### config.mk
export PLATFORM = sky130hd
export DESIGN_NAME = mau_reducer
export DESIGN_NICKNAME = d
export VERILOG_FILES = /design/src/rtl/core/modular_arithmetic_unit_assert.svh /design/src/rtl/core/mau_pkg.sv /design/src/rtl/core/mau_reducer.sv
export SDC_FILE = /design/constraint.sdc
export NUM_CORES = 1
export LEC_CHECK = 0
export ABC_AREA = 0
export BUFFER_PORTS_ARGS = -buffer_cell sky130_fd_sc_hd__buf_2
export CAP_MARGIN = 20
export CORE_UTILIZATION = 44
export CTS_BUF_LIST = sky130_fd_sc_hd__clkbuf_16
export DETAILED_ROUTE_END_ITERATION = 6
export PLACE_DENSITY_LB_ADDON = 0.08
export RECOVER_POWER = 50
export SLEW_MARGIN = 10
export SYNTH_ARGS = -nofsm -noshare
export SYNTH_HDL_FRONTEND = slang
export SYNTH_SLANG_ARGS = --single-unit
export TNS_END_PERCENT = 1
### constraint.sdc
create_clock -name clk_i -period 3.4 [get_ports clk_i]
set_clock_uncertainty 0.05 [all_clocks]
set_input_delay 0.68 -clock clk_i [delete_from_list [all_inputs] [get_ports clk_i]]
set_output_delay 0.68 -clock clk_i [all_outputs]
set_load 0.02 [all_outputs]
### src/rtl/core/modular_arithmetic_unit_assert.svh
// Assertion macros for the modular arithmetic unit
`ifndef MODULAR_ARITHMETIC_UNIT_ASSERT_SVH
`define MODULAR_ARITHMETIC_UNIT_ASSERT_SVH

// Implication checked on every rising clock edge outside reset
`define MAU_ASSERT_IMPL(lbl, clk, rstn, ante, cons) \
  lbl: assert property (@(posedge clk) disable iff (!rstn) (ante) |-> (cons)) \
    else $error("assertion failed");

// Next-cycle implication checked outside reset
`define MAU_ASSERT_NEXT(lbl, clk, rstn, ante, cons) \
  lbl: assert property (@(posedge clk) disable iff (!rstn) (ante) |=> (cons)) \
    else $error("assertion failed");

`endif

### src/rtl/core/mau_pkg.sv
// ----------------------------------------------------------------------------
// mau_pkg
// Types and constants shared by the modular arithmetic unit.
// ----------------------------------------------------------------------------
package mau_pkg;

  localparam int unsigned ModBits = 31;
  localparam int unsigned ExpBits = 64;
  localparam int unsigned MWidth  = ModBits + 1;
  localparam int unsigned RedBits = 64;
  localparam int unsigned CntBits = $clog2(RedBits + 1);

  localparam logic [31:0] ModReset = 32'd998244353;
  localparam logic [31:0] TotReset = 32'd998244352;

  typedef enum logic [2:0] {
    OpReduce = 3'd0,
    OpAdd    = 3'd1,
    OpSub    = 3'd2,
    OpNeg    = 3'd3,
    OpMul    = 3'd4,
    OpPow    = 3'd5,
    OpInv    = 3'd6,
    OpDiv    = 3'd7
  } op_e;

  typedef enum logic [0:0] {
    CfgModulus = 1'b0,
    CfgTotient = 1'b1
  } cfg_idx_e;

  typedef enum logic [3:0] {
    StIdle,
    StRedA,
    StRedB,
    StPrep,
    StRedSv,
    StNegFix,
    StPowChk,
    StPowMul,
    StPowSq,
    StMulFin,
    StSimple,
    StOut
  } state_e;

  typedef struct packed {
    logic                start;
    logic [RedBits-1:0]  num;
  } red_req_t;

  typedef struct packed {
    logic               busy;
    logic               done;
    logic [MWidth-1:0]  rem;
  } red_rsp_t;

endpackage

### src/rtl/core/mau_reducer.sv
// ----------------------------------------------------------------------------
// mau_reducer
// Bit-serial restoring remainder: one dividend bit per cycle over a 64-bit dividend.
// ----------------------------------------------------------------------------
module mau_reducer
  import mau_pkg::*;
(
  input  logic              clk_i,
  input  logic              rst_ni,
  input  logic [MWidth-1:0] mod_i,
  input  red_req_t          req_i,
  output red_rsp_t          rsp_o
);

  logic [RedBits-1:0] num_q, num_d;
  logic [MWidth:0]    rem_q, rem_d;
  logic [CntBits-1:0] cnt_q, cnt_d;
  logic               busy_q, busy_d, done_q, done_d;
  logic [MWidth:0]    shifted;
  logic [MWidth:0]    diff;

  always_comb begin
    shifted = {rem_q[MWidth-1:0], num_q[RedBits-1]};
    diff    = shifted - {1'b0, mod_i};
    num_d   = num_q;
    rem_d   = rem_q;
    cnt_d   = cnt_q;
    busy_d  = busy_q;
    done_d  = 1'b0;
    if (req_i.start) begin
      num_d  = req_i.num;
      rem_d  = '0;
      cnt_d  = CntBits'(RedBits);
      busy_d = 1'b1;
    end else if (busy_q) begin
      num_d = {num_q[RedBits-2:0], 1'b0};
      rem_d = diff[MWidth] ? shifted : diff;
      cnt_d = cnt_q - 1'b1;
      if (cnt_q == CntBits'(1)) begin
        busy_d = 1'b0;
        done_d = 1'b1;
      end
    end
  end

  always_ff @(posedge clk_i or negedge rst_ni) begin
    if (!rst_ni) begin
      busy_q <= 1'b0;
      done_q <= 1'b0;
      cnt_q  <= '0;
      rem_q  <= '0;
    end else begin
      busy_q <= busy_d;
      done_q <= done_d;
      cnt_q  <= cnt_d;
      rem_q  <= rem_d;
    end
  end

  always_ff @(posedge clk_i) begin
    num_q <= num_d;
  end

  assign rsp_o.busy = busy_q;
  assign rsp_o.done = done_q;
  assign rsp_o.rem  = rem_q[MWidth-1:0];

endmodule

==> flow_summary.html, run 1 <==
<table>
<tr><th>Metric</th><th>Value</th></tr>
<tr><th colspan="2">Hold path</th></tr>
<tr><td>Worst min-delay path category</td><td>in2async</td></tr>
<tr><th colspan="2">Placement</th></tr>
<tr><td>Post-Place Cells</td><td>949</td></tr>
<tr><td>Count of buffers from port buffering</td><td>132</td></tr>
<tr><td>Global placer's final weighted congestion</td><td>0.835</td></tr>
<tr><td>Detailed Place HPWL</td><td>between 10,000 and 15,000 µm</td></tr>
<tr><th colspan="2">Worst setup path</th></tr>
<tr><td>RR Endpoint</td><td>rem_q[15]$_DFFE_PN0P_</td></tr>
<tr><td>CP max stage cell</td><td>sky130_fd_sc_hd__fa_1</td></tr>
<tr><td>CP startpoint kind</td><td>flip-flop</td></tr>
<tr><td>Critical path class</td><td>reg2reg</td></tr>
<tr><td>Most Frequent Cell on Critical Path</td><td>sky130_fd_sc_hd__inv_1</td></tr>
<tr><td>Largest fanout on the critical path</td><td>12</td></tr>
<tr><td>Launching instance or port of the critical path</td><td>num_q[63]$_DFFE_PP_</td></tr>
<tr><td>Largest delay share family, worst path</td><td>compound AO/OA/AOI/OAI gates</td></tr>
<tr><td>Worst Reg2Reg Path Length in Cells</td><td>15</td></tr>
<tr><td>Slack of the worst reg-to-reg path</td><td>approximately 260 ps</td></tr>
<tr><td>Critical path depth in cells</td><td>15</td></tr>
<tr><td>End point of the critical path</td><td>rem_q[15]$_DFFE_PN0P_</td></tr>
<tr><td>Critical register-to-register path startpoint</td><td>num_q[63]$_DFFE_PP_</td></tr>
<tr><td>Largest stage delay on the critical path</td><td>410 ps</td></tr>
<tr><td>Required @ worst endpoint</td><td>3600 ps</td></tr>
<tr><td>Cell chain of the critical path</td><td>inv_1, ha_1, inv_1, fa_1, a21o_1, nand4_1, a211oi_1, o31ai_2, o211ai_2, a31oi_4, buf_4, xnor2_4, buf_12, nand2_1, a311oi_1</td></tr>
<tr><td>Critical path capture point type</td><td>flip-flop</td></tr>
<tr><td>Crit path buf inv count</td><td>4</td></tr>
<tr><td>Endpoint arrival time on the critical path</td><td>approximately 3300 ps</td></tr>
<tr><th colspan="2">Floorplanning</th></tr>
<tr><td>Top-level I/O count</td><td>133</td></tr>
<tr><td>Horiz. Die Dim</td><td>124 µm</td></tr>
<tr><td>FP Rows</td><td>44</td></tr>
<tr><td>Die span in y</td><td>124 µm</td></tr>
<tr><td>Die Outline Area</td><td>approximately 15,000 µm²</td></tr>
<tr><td>Starting density of the core</td><td>45.2%</td></tr>
<tr><td>Standard cell core area</td><td>14,500 µm²</td></tr>
<tr><th colspan="2">STA</th></tr>
<tr><td>Final setup viols</td><td>0</td></tr>
<tr><td>Final critical path time including I/O delays and setup</td><td>3140 ps</td></tr>
<tr><td>Fin. max-slew vios</td><td>29</td></tr>
<tr><td>Max-slew headroom</td><td>-9.77%</td></tr>
<tr><td>Slew at the pin closest to its max-slew limit</td><td>1650 ps</td></tr>
<tr><td>RSZ-0062 raised after global routing</td><td>no</td></tr>
<tr><td>Setup TNS after final layout</td><td>0 ps</td></tr>
<tr><td>Crit share post-route</td><td>between 90% and 100%</td></tr>
<tr><td>Max Clock Freq</td><td>0.319 GHz</td></tr>
<tr><td>Hold Slack</td><td>roughly 330 ps</td></tr>
<tr><td>Final Hold Viols</td><td>0</td></tr>
<tr><th colspan="2">Global route</th></tr>
<tr><td>Pin count of the biggest net entering global routing</td><td>100</td></tr>
<tr><td>Via count of the first global-routing pass</td><td>between 5,000 and 6,000</td></tr>
<tr><td>First-pass GRT wire length</td><td>24,400 µm</td></tr>
<tr><td>Initial antenna violation count</td><td>2</td></tr>
<tr><td>Sum of overflow across all layers after global routing</td><td>0</td></tr>
<tr><td>GRT Total Usage</td><td>20.8%</td></tr>
<tr><th colspan="2">Logic synthesis</th></tr>
<tr><td>Most used DFF post-synth</td><td>sky130_fd_sc_hd__edfxtp_1</td></tr>
<tr><td>Synthesized area divided by synthesized cell count</td><td>about 11 µm²</td></tr>
<tr><td>Count of yosys warnings during synthesis</td><td>0</td></tr>
<tr><td>Post-synth EDFFs</td><td>64</td></tr>
<tr><td>Post-synthesis instance area</td><td>6570 µm²</td></tr>
<tr><td>Combinational family with the most area after synthesis</td><td>compound AO/OA/AOI/OAI gates</td></tr>
<tr><td>Synth async-reset ratio</td><td>39.0%</td></tr>
<tr><td>Share of synthesized cell area in and, or, nand and nor gates</td><td>11.9%</td></tr>
<tr><td>Synth Area in XOR/XNOR</td><td>5.34%</td></tr>
<tr><td>Compound-Gate Fraction of Synth Area</td><td>15.0%</td></tr>
<tr><td>Distinct cell type count after synthesis</td><td>61</td></tr>
<tr><td>Number of synthesized register bits</td><td>between 100 and 150</td></tr>
<tr><td>Number of cells produced by synthesis</td><td>619</td></tr>
<tr><td>Sequential-to-total area share from yosys stat</td><td>44.9%</td></tr>
<tr><td>Number of nets produced by synthesis</td><td>753</td></tr>
<tr><td>Multiplexer share of the synthesized area</td><td>11.4%</td></tr>
<tr><td>Post-synthesis adder-cell area fraction</td><td>6.78%</td></tr>
<tr><th colspan="2">CTS</th></tr>
<tr><td>Cts-stage hold buffer count</td><td>0</td></tr>
<tr><td>Clock latency on the worst-skew pair</td><td>between 300 and 400 ps</td></tr>
<tr><td>Clock buffer count from CTS</td><td>9</td></tr>
<tr><td>CTS H-Tree Depth</td><td>3</td></tr>
<tr><td>Buffer depth of the longest clock path</td><td>2</td></tr>
<tr><td>Clock sink count</td><td>105</td></tr>
<tr><td>Resized cells post-CTS</td><td>0</td></tr>
<tr><td>Clock-pin slew of the registers on the worst-case setup and hold paths</td><td>80 ps</td></tr>
<tr><td>TritonCTS clock tree</td><td>built</td></tr>
<tr><td>Total setup buffers inserted after CTS</td><td>0</td></tr>
<tr><td>CTS Root Cell</td><td>sky130_fd_sc_hd__clkbuf_16</td></tr>
<tr><th colspan="2">Layout</th></tr>
<tr><td>Final Instance Count excl. Fillers</td><td>approximately 970</td></tr>
<tr><td>Net total in the final layout</td><td>911</td></tr>
<tr><td>Layout overhead on the synthesized area</td><td>22.4%</td></tr>
<tr><td>Ratio of cells with drive above 1 in the final layout</td><td>35.2%</td></tr>
<tr><th colspan="2">Drt</th></tr>
<tr><td>1st-pass router iterations</td><td>4</td></tr>
<tr><td>Vias per std cell</td><td>5.37</td></tr>
<tr><td>Number of design-rule violations left by the first detailed-router iteration</td><td>304</td></tr>
<tr><td>Remaining design rule violation count</td><td>0</td></tr>
<tr><td>DRT Wirelength</td><td>15,600 µm</td></tr>
<tr><td>Post-DR wirelength/cell</td><td>16.1 µm</td></tr>
<tr><td>Post-route ant nets</td><td>0</td></tr>
<tr><td>Vias</td><td>roughly 5,200</td></tr>
<tr><th colspan="2">Power</th></tr>
<tr><td>Leakage power summed over all cells</td><td>3.69 nW</td></tr>
<tr><td>Power density normalized to cell area</td><td>between 600 and 700 nW/µm²</td></tr>
<tr><td>Peak ir drop on the vdd network</td><td>0.299 mV</td></tr>
<tr><th colspan="2">Job</th></tr>
<tr><td>Number of maximum-capacitance violations</td><td>1</td></tr>
<tr><th colspan="2">Outcome</th></tr>
<tr><td>Status</td><td>finished with violations</td></tr>
<tr><td>Failing checks</td><td>max-capacitance violations, max-slew violations</td></tr>
</table>
[sequential cells by signal (all words and copies together) (netlist names)]
signal / count
busy_q: 1
cnt_q: 7
done_q: 1
num_q: 64
rem_q: 32
[power by group]
part	switching [mW]	internal (mW)	total, mW
sequential	0.206	1.63	1.84
clock	0.501	0.654	1.16
combinational	1.30	1.08	2.38
[through the flow]
stage | worst slack, ps | power, mW | util, % | area [µm²]
global placement | 37.5 | 4.19 | 53.0 | 7700
finish | 261 | 5.37 | 55.3 | 8030
global route | 8.95 | 5.72 | 55.2 | 8030
detailed placement | -56.4 | 4.24 | 53.0 | 7700
CTS | 225 | 5.42 | 55.3 | 8030
floorplan | 123 | 3.43 | - | 6570
[final cells by class]
| type | instances | area, µm² |
|---|---|---|
| clock buffers | 9 | 225 |
| multi-input cells | 443 | 3310 |
| fillers | 1356 | 6500 |
| clock inverters | 7 | 105 |
| inverters | 40 | 150 |
| repair buffers | 178 | 1060 |
| well taps | 184 | 230 |
| flip-flops and latches | 105 | 2950 |
| diodes | 2 | 5.00 |
[cell families after synthesis]
| logic type | count (synthesis) |
|---|---|
| AO/OA/AOI/OAI | 130 |
| XOR/XNOR | 37 |
| adder cells (fa/ha/maj) | 35 |
| buffers and inverters | 71 |
| flip-flops | 105 |
| multiplexers | 67 |
| AND/OR/NAND/NOR | 174 |
[cells in the mapped netlist (4+ instances only)]
cell                       number  share of area [%]
sky130_fd_sc_hd__nand2_1       79                4.5
sky130_fd_sc_hd__edfxtp_1      64                 29
sky130_fd_sc_hd__mux2_2        64                 11
sky130_fd_sc_hd__nor2_1        46                2.6
sky130_fd_sc_hd__dfrtp_1       41                 16
sky130_fd_sc_hd__inv_1         40                2.3
sky130_fd_sc_hd__ha_1          34                6.5
sky130_fd_sc_hd__a21oi_1       30                2.3
sky130_fd_sc_hd__o21ai_0       21                1.6
sky130_fd_sc_hd__xor2_1        18                2.4
sky130_fd_sc_hd__xnor2_1       17                2.3
sky130_fd_sc_hd__a311oi_1      12                1.6
sky130_fd_sc_hd__clkbuf_1      12               0.69
sky130_fd_sc_hd__a311oi_2      10                2.3
sky130_fd_sc_hd__a21o_1         9                1.0
sky130_fd_sc_hd__buf_1          9               0.51
sky130_fd_sc_hd__nand4_1        8               0.76
sky130_fd_sc_hd__a211oi_1       7               0.80
sky130_fd_sc_hd__a31oi_1        6               0.57
sky130_fd_sc_hd__nand2b_1       6               0.57
sky130_fd_sc_hd__nand3_1        6               0.46
sky130_fd_sc_hd__nor3_1         6               0.46
sky130_fd_sc_hd__o211ai_1       6               0.69
sky130_fd_sc_hd__buf_4          4               0.46
sky130_fd_sc_hd__nor2b_1        4               0.38
sky130_fd_sc_hd__nor3b_1        4               0.46
sky130_fd_sc_hd__o31ai_1        4               0.46
[worst min path at each step]
stage,to,slack (ps),depth (start not counted)
after global placement,cnt_q[6]$_DFFE_PN0P_,450,2
after global routing,rem_q[16]$_DFFE_PN0P_,390,1
after detailed placement,cnt_q[6]$_DFFE_PN0P_,450,2
final,rem_q[16]$_DFFE_PN0P_,330,1
after floorplan,busy_q$_DFF_PN0_,330,0
after CTS,rem_q[16]$_DFFE_PN0P_,470,1
[layer usage]
metal | part of all wire [%] | GRT usage (%) | up-vias | wire length (µm)
li1 | - | - | 2573 | -
met1 | 44 | 26.0 | 2481 | 6940
met2 | 48 | 34.1 | 124 | 7490
met3 | 6.0 | 5.63 | 17 | 938
met4 | 1.6 | 7.59 | 0 | 255
met5 | 0 | 0 | - | 0
[layout by cell type (no fill, tap or decap), types with 3 or more instances in the layout]
cell,count
sky130_fd_sc_hd__o211ai_1,6
sky130_fd_sc_hd__nor3b_1,4
sky130_fd_sc_hd__nand2b_1,6
sky130_fd_sc_hd__nand3_1,6
sky130_fd_sc_hd__xor2_1,18
sky130_fd_sc_hd__o21ai_0,21
sky130_fd_sc_hd__clkbuf_1,4
sky130_fd_sc_hd__mux2_2,64
sky130_fd_sc_hd__nor3_1,6
sky130_fd_sc_hd__nor4_1,3
sky130_fd_sc_hd__a21oi_1,30
sky130_fd_sc_hd__inv_1,41
sky130_fd_sc_hd__nand2_1,79
sky130_fd_sc_hd__o31ai_1,4
sky130_fd_sc_hd__buf_2,129
sky130_fd_sc_hd__a31oi_1,6
sky130_fd_sc_hd__nand3b_1,3
sky130_fd_sc_hd__xnor2_1,17
sky130_fd_sc_hd__nand4_1,8
sky130_fd_sc_hd__clkbuf_16,9
sky130_fd_sc_hd__edfxtp_1,64
sky130_fd_sc_hd__mux2i_1,3
sky130_fd_sc_hd__ha_1,34
sky130_fd_sc_hd__nor2b_1,4
sky130_fd_sc_hd__a311oi_1,12
sky130_fd_sc_hd__nor2_1,46
sky130_fd_sc_hd__buf_4,39
sky130_fd_sc_hd__dfrtp_1,40
sky130_fd_sc_hd__buf_12,5
sky130_fd_sc_hd__a311oi_2,10
sky130_fd_sc_hd__a211oi_1,7
sky130_fd_sc_hd__a21o_1,9
(Power assumes the default switching activity.)
==> run 2, diff against run 1 <==
--- a/config.mk
+++ b/config.mk
@@ -8,7 +8,7 @@
 export ABC_AREA = 0
 export BUFFER_PORTS_ARGS = -buffer_cell sky130_fd_sc_hd__buf_2
 export CAP_MARGIN = 20
-export CORE_UTILIZATION = 44
+export CORE_UTILIZATION = 30
 export CTS_BUF_LIST = sky130_fd_sc_hd__clkbuf_16
 export DETAILED_ROUTE_END_ITERATION = 6
 export PLACE_DENSITY_LB_ADDON = 0.08
==> run 2 against run 1 <==
Net effect:
- the flow still finishes with violations (max-capacitance violations, max-slew violations)
- non-clock buffer count grew 18
- clock power is 5% lower
- combinational power increased by 2%
- clock-buffer cell count stayed put
- global-route usage fell by 4.4 points
- wire length up 11%
- first-iteration DRC count fell by 41%
- sequential share of layout area decreased by 0.66 points
- via count up 2.4%
- final area is 1.8% higher
- critical endpoint is now rem_q[8]$_DFFE_PN0P_
==> flow_summary.html, run 2 (same netlist as run 1, synthesis figures left out) <==
<table>
<tr><th>Metric</th><th>Value</th></tr>
<tr><th colspan="2">Drt</th></tr>
<tr><td>Post-route ant nets</td><td>0 (unchanged)</td></tr>
<tr><td>1st-pass router iterations</td><td>4 (unchanged)</td></tr>
<tr><td>Vias per std cell</td><td>4.95 (-7.8%)</td></tr>
<tr><td>Number of design-rule violations left by the first detailed-router iteration</td><td>180 (-41%)</td></tr>
<tr><td>Post-DR wirelength/cell</td><td>16.2 µm (+0.13%)</td></tr>
<tr><td>DRT Wirelength</td><td>17,400 µm (+11%)</td></tr>
<tr><td>Vias</td><td>5,319 (+2.4%)</td></tr>
<tr><td>Remaining design rule violation count</td><td>0 (unchanged)</td></tr>
<tr><th colspan="2">Global route</th></tr>
<tr><td>Pin count of the biggest net entering global routing</td><td>65 (-35%)</td></tr>
<tr><td>Sum of overflow across all layers after global routing</td><td>0 (unchanged)</td></tr>
<tr><td>GRT Total Usage</td><td>16.3% (-4.4 points)</td></tr>
<tr><td>First-pass GRT wire length</td><td>28,800 µm (+18%)</td></tr>
<tr><td>Via count of the first global-routing pass</td><td>5,727 (+13%)</td></tr>
<tr><td>Initial antenna violation count</td><td>1 (-1)</td></tr>
<tr><th colspan="2">Power</th></tr>
<tr><td>Leakage power summed over all cells</td><td>3.63 nW (-1.7%)</td></tr>
<tr><td>Peak ir drop on the vdd network</td><td>0.307 mV (+2.7%)</td></tr>
<tr><td>Power density normalized to cell area</td><td>657 nW/µm² (-1.8%)</td></tr>
<tr><td>Overall power consumption</td><td>5.37 mW (about the same)</td></tr>
<tr><th colspan="2">CTS</th></tr>
<tr><td>Clock-pin slew of the registers on the worst-case setup and hold paths</td><td>90 ps (about the same)</td></tr>
<tr><td>Clock latency on the worst-skew pair</td><td>360 ps (about the same)</td></tr>
<tr><td>TritonCTS clock tree</td><td>built</td></tr>
<tr><td>Buffer depth of the longest clock path</td><td>2 (unchanged)</td></tr>
<tr><td>CTS H-Tree Depth</td><td>3 (unchanged)</td></tr>
<tr><td>Clock sink count</td><td>105 (unchanged)</td></tr>
<tr><td>Cts-stage hold buffer count</td><td>0 (unchanged)</td></tr>
<tr><td>Total setup buffers inserted after CTS</td><td>0 (unchanged)</td></tr>
<tr><td>Clock buffer count from CTS</td><td>9 (unchanged)</td></tr>
<tr><td>Resized cells post-CTS</td><td>0 (unchanged)</td></tr>
<tr><td>CTS Root Cell</td><td>sky130_fd_sc_hd__clkbuf_16</td></tr>
<tr><th colspan="2">Worst setup path</th></tr>
<tr><td>Required @ worst endpoint</td><td>3610 ps (about the same)</td></tr>
<tr><td>Largest fanout on the critical path</td><td>3 (-9)</td></tr>
<tr><td>Critical register-to-register path startpoint</td><td>num_q[63]$_DFFE_PP_</td></tr>
<tr><td>Most Frequent Cell on Critical Path</td><td>sky130_fd_sc_hd__inv_1</td></tr>
<tr><td>CP startpoint kind</td><td>flip-flop</td></tr>
<tr><td>Cell chain of the critical path</td><td>inv_1, ha_1, inv_1, fa_1, a21o_1, nand4_1, a211oi_1, o31ai_2, o211ai_2, a31oi_4, xor2_2, buf_4, or3_1, a311oi_2</td></tr>
<tr><td>CP max stage cell</td><td>sky130_fd_sc_hd__fa_1</td></tr>
<tr><td>RR Endpoint</td><td>rem_q[8]$_DFFE_PN0P_</td></tr>
<tr><td>Critical path class</td><td>reg2reg</td></tr>
<tr><td>Largest stage delay on the critical path</td><td>390 ps (-20 ps)</td></tr>
<tr><td>Critical path capture point type</td><td>flip-flop</td></tr>
<tr><td>Endpoint arrival time on the critical path</td><td>3320 ps (-20 ps)</td></tr>
<tr><td>Slack of the worst reg-to-reg path</td><td>290 ps (+30 ps)</td></tr>
<tr><td>Worst Reg2Reg Path Length in Cells</td><td>14 (-1)</td></tr>
<tr><th colspan="2">Layout</th></tr>
<tr><td>Layout overhead on the synthesized area</td><td>24.6%</td></tr>
<tr><td>Commonest non-fill, non-tap cell in the layout</td><td>sky130_fd_sc_hd__buf_2</td></tr>
<tr><td>Area of combinational cells with multiple inputs</td><td>3310 µm² (unchanged)</td></tr>
<tr><td>Registers with the highest flip-flop counts</td><td>num_q (64), rem_q (32), cnt_q (7)</td></tr>
<tr><td>Final antenna diode count</td><td>0 (-2)</td></tr>
<tr><td>Ratio of cells with drive above 1 in the final layout</td><td>33.1% (-2.0 points)</td></tr>
<tr><td>End-of-flow core utilization</td><td>38.6% (-17 points)</td></tr>
<tr><td>Flip-flop count of the largest register after layout</td><td>64 (unchanged)</td></tr>
<tr><td>Area of all placed cells without fillers</td><td>8180 µm² (+1.8%)</td></tr>
<tr><td>Net total in the final layout</td><td>929 (+2.0%)</td></tr>
<tr><td>Area taken by flip-flops and latches</td><td>2950 µm² (unchanged)</td></tr>
<tr><td>Filler Cells Inserted</td><td>2,167 (+60%)</td></tr>
<tr><td>Largest reg by FF count</td><td>num_q</td></tr>
<tr><td>Most frequent cells in the layout</td><td>99 x sky130_fd_sc_hd__buf_2, 79 x sky130_fd_sc_hd__nand2_1, 64 x sky130_fd_sc_hd__mux2_2, 64 x sky130_fd_sc_hd__edfxtp_1, 60 x sky130_fd_sc_hd__buf_4</td></tr>
<tr><th colspan="2">Floorplanning</th></tr>
<tr><td>Die span in y</td><td>150 µm (+21%)</td></tr>
<tr><td>FP Rows</td><td>53 (+20%)</td></tr>
<tr><td>Top-level I/O count</td><td>133 (unchanged)</td></tr>
<tr><td>Standard cell core area</td><td>21,200 µm² (+46%)</td></tr>
<tr><td>Die Outline Area</td><td>22,500 µm² (+46%)</td></tr>
<tr><td>Horiz. Die Dim</td><td>150 µm (+21%)</td></tr>
<tr><td>Starting density of the core</td><td>30.9% (-14 points)</td></tr>
<tr><th colspan="2">STA</th></tr>
<tr><td>Max-slew headroom</td><td>-19.4% (-9.6 points)</td></tr>
<tr><td>Slew at the pin closest to its max-slew limit</td><td>1790 ps (+144 ps)</td></tr>
<tr><td>Worst setup slack after layout</td><td>290 ps (+28.5 ps)</td></tr>
<tr><td>Final critical path time including I/O delays and setup</td><td>3110 ps (-28.5 ps)</td></tr>
<tr><td>Crit share post-route</td><td>91.5% (-0.84 points)</td></tr>
<tr><td>RSZ-0062 raised after global routing</td><td>no</td></tr>
<tr><td>Final setup viols</td><td>0 (unchanged)</td></tr>
<tr><td>Hold Slack</td><td>295 ps (-39.1 ps)</td></tr>
<tr><td>Max Clock Freq</td><td>0.322 GHz (+0.92%)</td></tr>
<tr><td>Final Hold Viols</td><td>0 (unchanged)</td></tr>
<tr><td>Fin. max-slew vios</td><td>31 (+6.9%)</td></tr>
<tr><th colspan="2">Outcome</th></tr>
<tr><td>Failing checks</td><td>max-capacitance violations, max-slew violations</td></tr>
<tr><td>Status</td><td>finished with violations</td></tr>
<tr><th colspan="2">Placement</th></tr>
<tr><td>Setup Slack @ Placement</td><td>-84.0 ps (-27.6 ps)</td></tr>
<tr><td>Total cell area at the placement stage</td><td>7920 µm² (+2.7%)</td></tr>
<tr><td>Detailed Place HPWL</td><td>12,900 µm (+14%)</td></tr>
<tr><td>Global placer's final weighted congestion</td><td>0.823 (-1.4%)</td></tr>
<tr><td>Count of buffers from port buffering</td><td>132 (unchanged)</td></tr>
<tr><th colspan="2">Hold path</th></tr>
<tr><td>Worst min-delay path category</td><td>in2async</td></tr>
<tr><th colspan="2">Job</th></tr>
<tr><td>Number of maximum-capacitance violations</td><td>1 (unchanged)</td></tr>
</table>
## run 2: routing by layer
| metal | track usage [%] | vias up | routed length [µm] |
|---|---|---|---|
| met5 | 0 | - | 15 |
| met4 | 5.81 | 2 | 382 |
| met3 | 3.99 | 26 | 1070 |
| met2 | 26.9 | 129 | 8170 |
| met1 | 20.8 | 2558 | 7740 |
| li1 | - | 2604 | - |
## run 2: power by group
| part | leakage (nW) | switching [mW] | total [mW] | internal [mW] |
|---|---|---|---|---|
| sequential | 1.23 | 0.217 | 1.85 | 1.63 |
| combinational | 2.25 | 1.32 | 2.42 | 1.10 |
| clock | 0.152 | 0.567 | 1.10 | 0.535 |
## run 2: area by class of cell
type	count	share of cell area [%]
repair buffers	196	13.7
flip-flops and latches	105	36.0
inverters	40	1.84
clock buffers	9	2.75
multi-input cells	443	40.5
well taps	275	4.21
clock inverters	7	1.02
## run 2: worst max-delay path by stage
stage | from | cells after the start | slack [ps] | end
6_report | num_q[63]$_DFFE_PP_ | 14 | 290 | rem_q[8]$_DFFE_PN0P_
5_1_grt | rem_q[5]$_DFFE_PN0P_ | 10 | 3 | rem_q[29]$_DFFE_PN0P_
4_1_cts | num_q[63]$_DFFE_PP_ | 14 | 230 | rem_q[8]$_DFFE_PN0P_
3_5_place_dp | mod_i[0] | 14 | -80 | rem_q[8]$_DFFE_PN0P_
3_3_place_gp | mod_i[0] | 15 | -40 | rem_q[2]$_DFFE_PN0P_
2_1_floorplan | mod_i[0] | 12 | 120 | rem_q[8]$_DFFE_PN0P_
## run 2: per-stage QoR
stage	setup TNS, ps	cells
after floorplan	0	619
after global routing	0	1075
after global placement	-64.0	1058
final	0	1075
after CTS	0	1074
after detailed placement	-815	1058
## run 2: critical path: cells and delay by family, from the launching register on
kind	cells	cell delay, ps
fa+ha+maj	2	540
buf+inv	3	290
compound gates	6	1200
flops	1	360
xor+xnor	1	100
simple gates	2	480
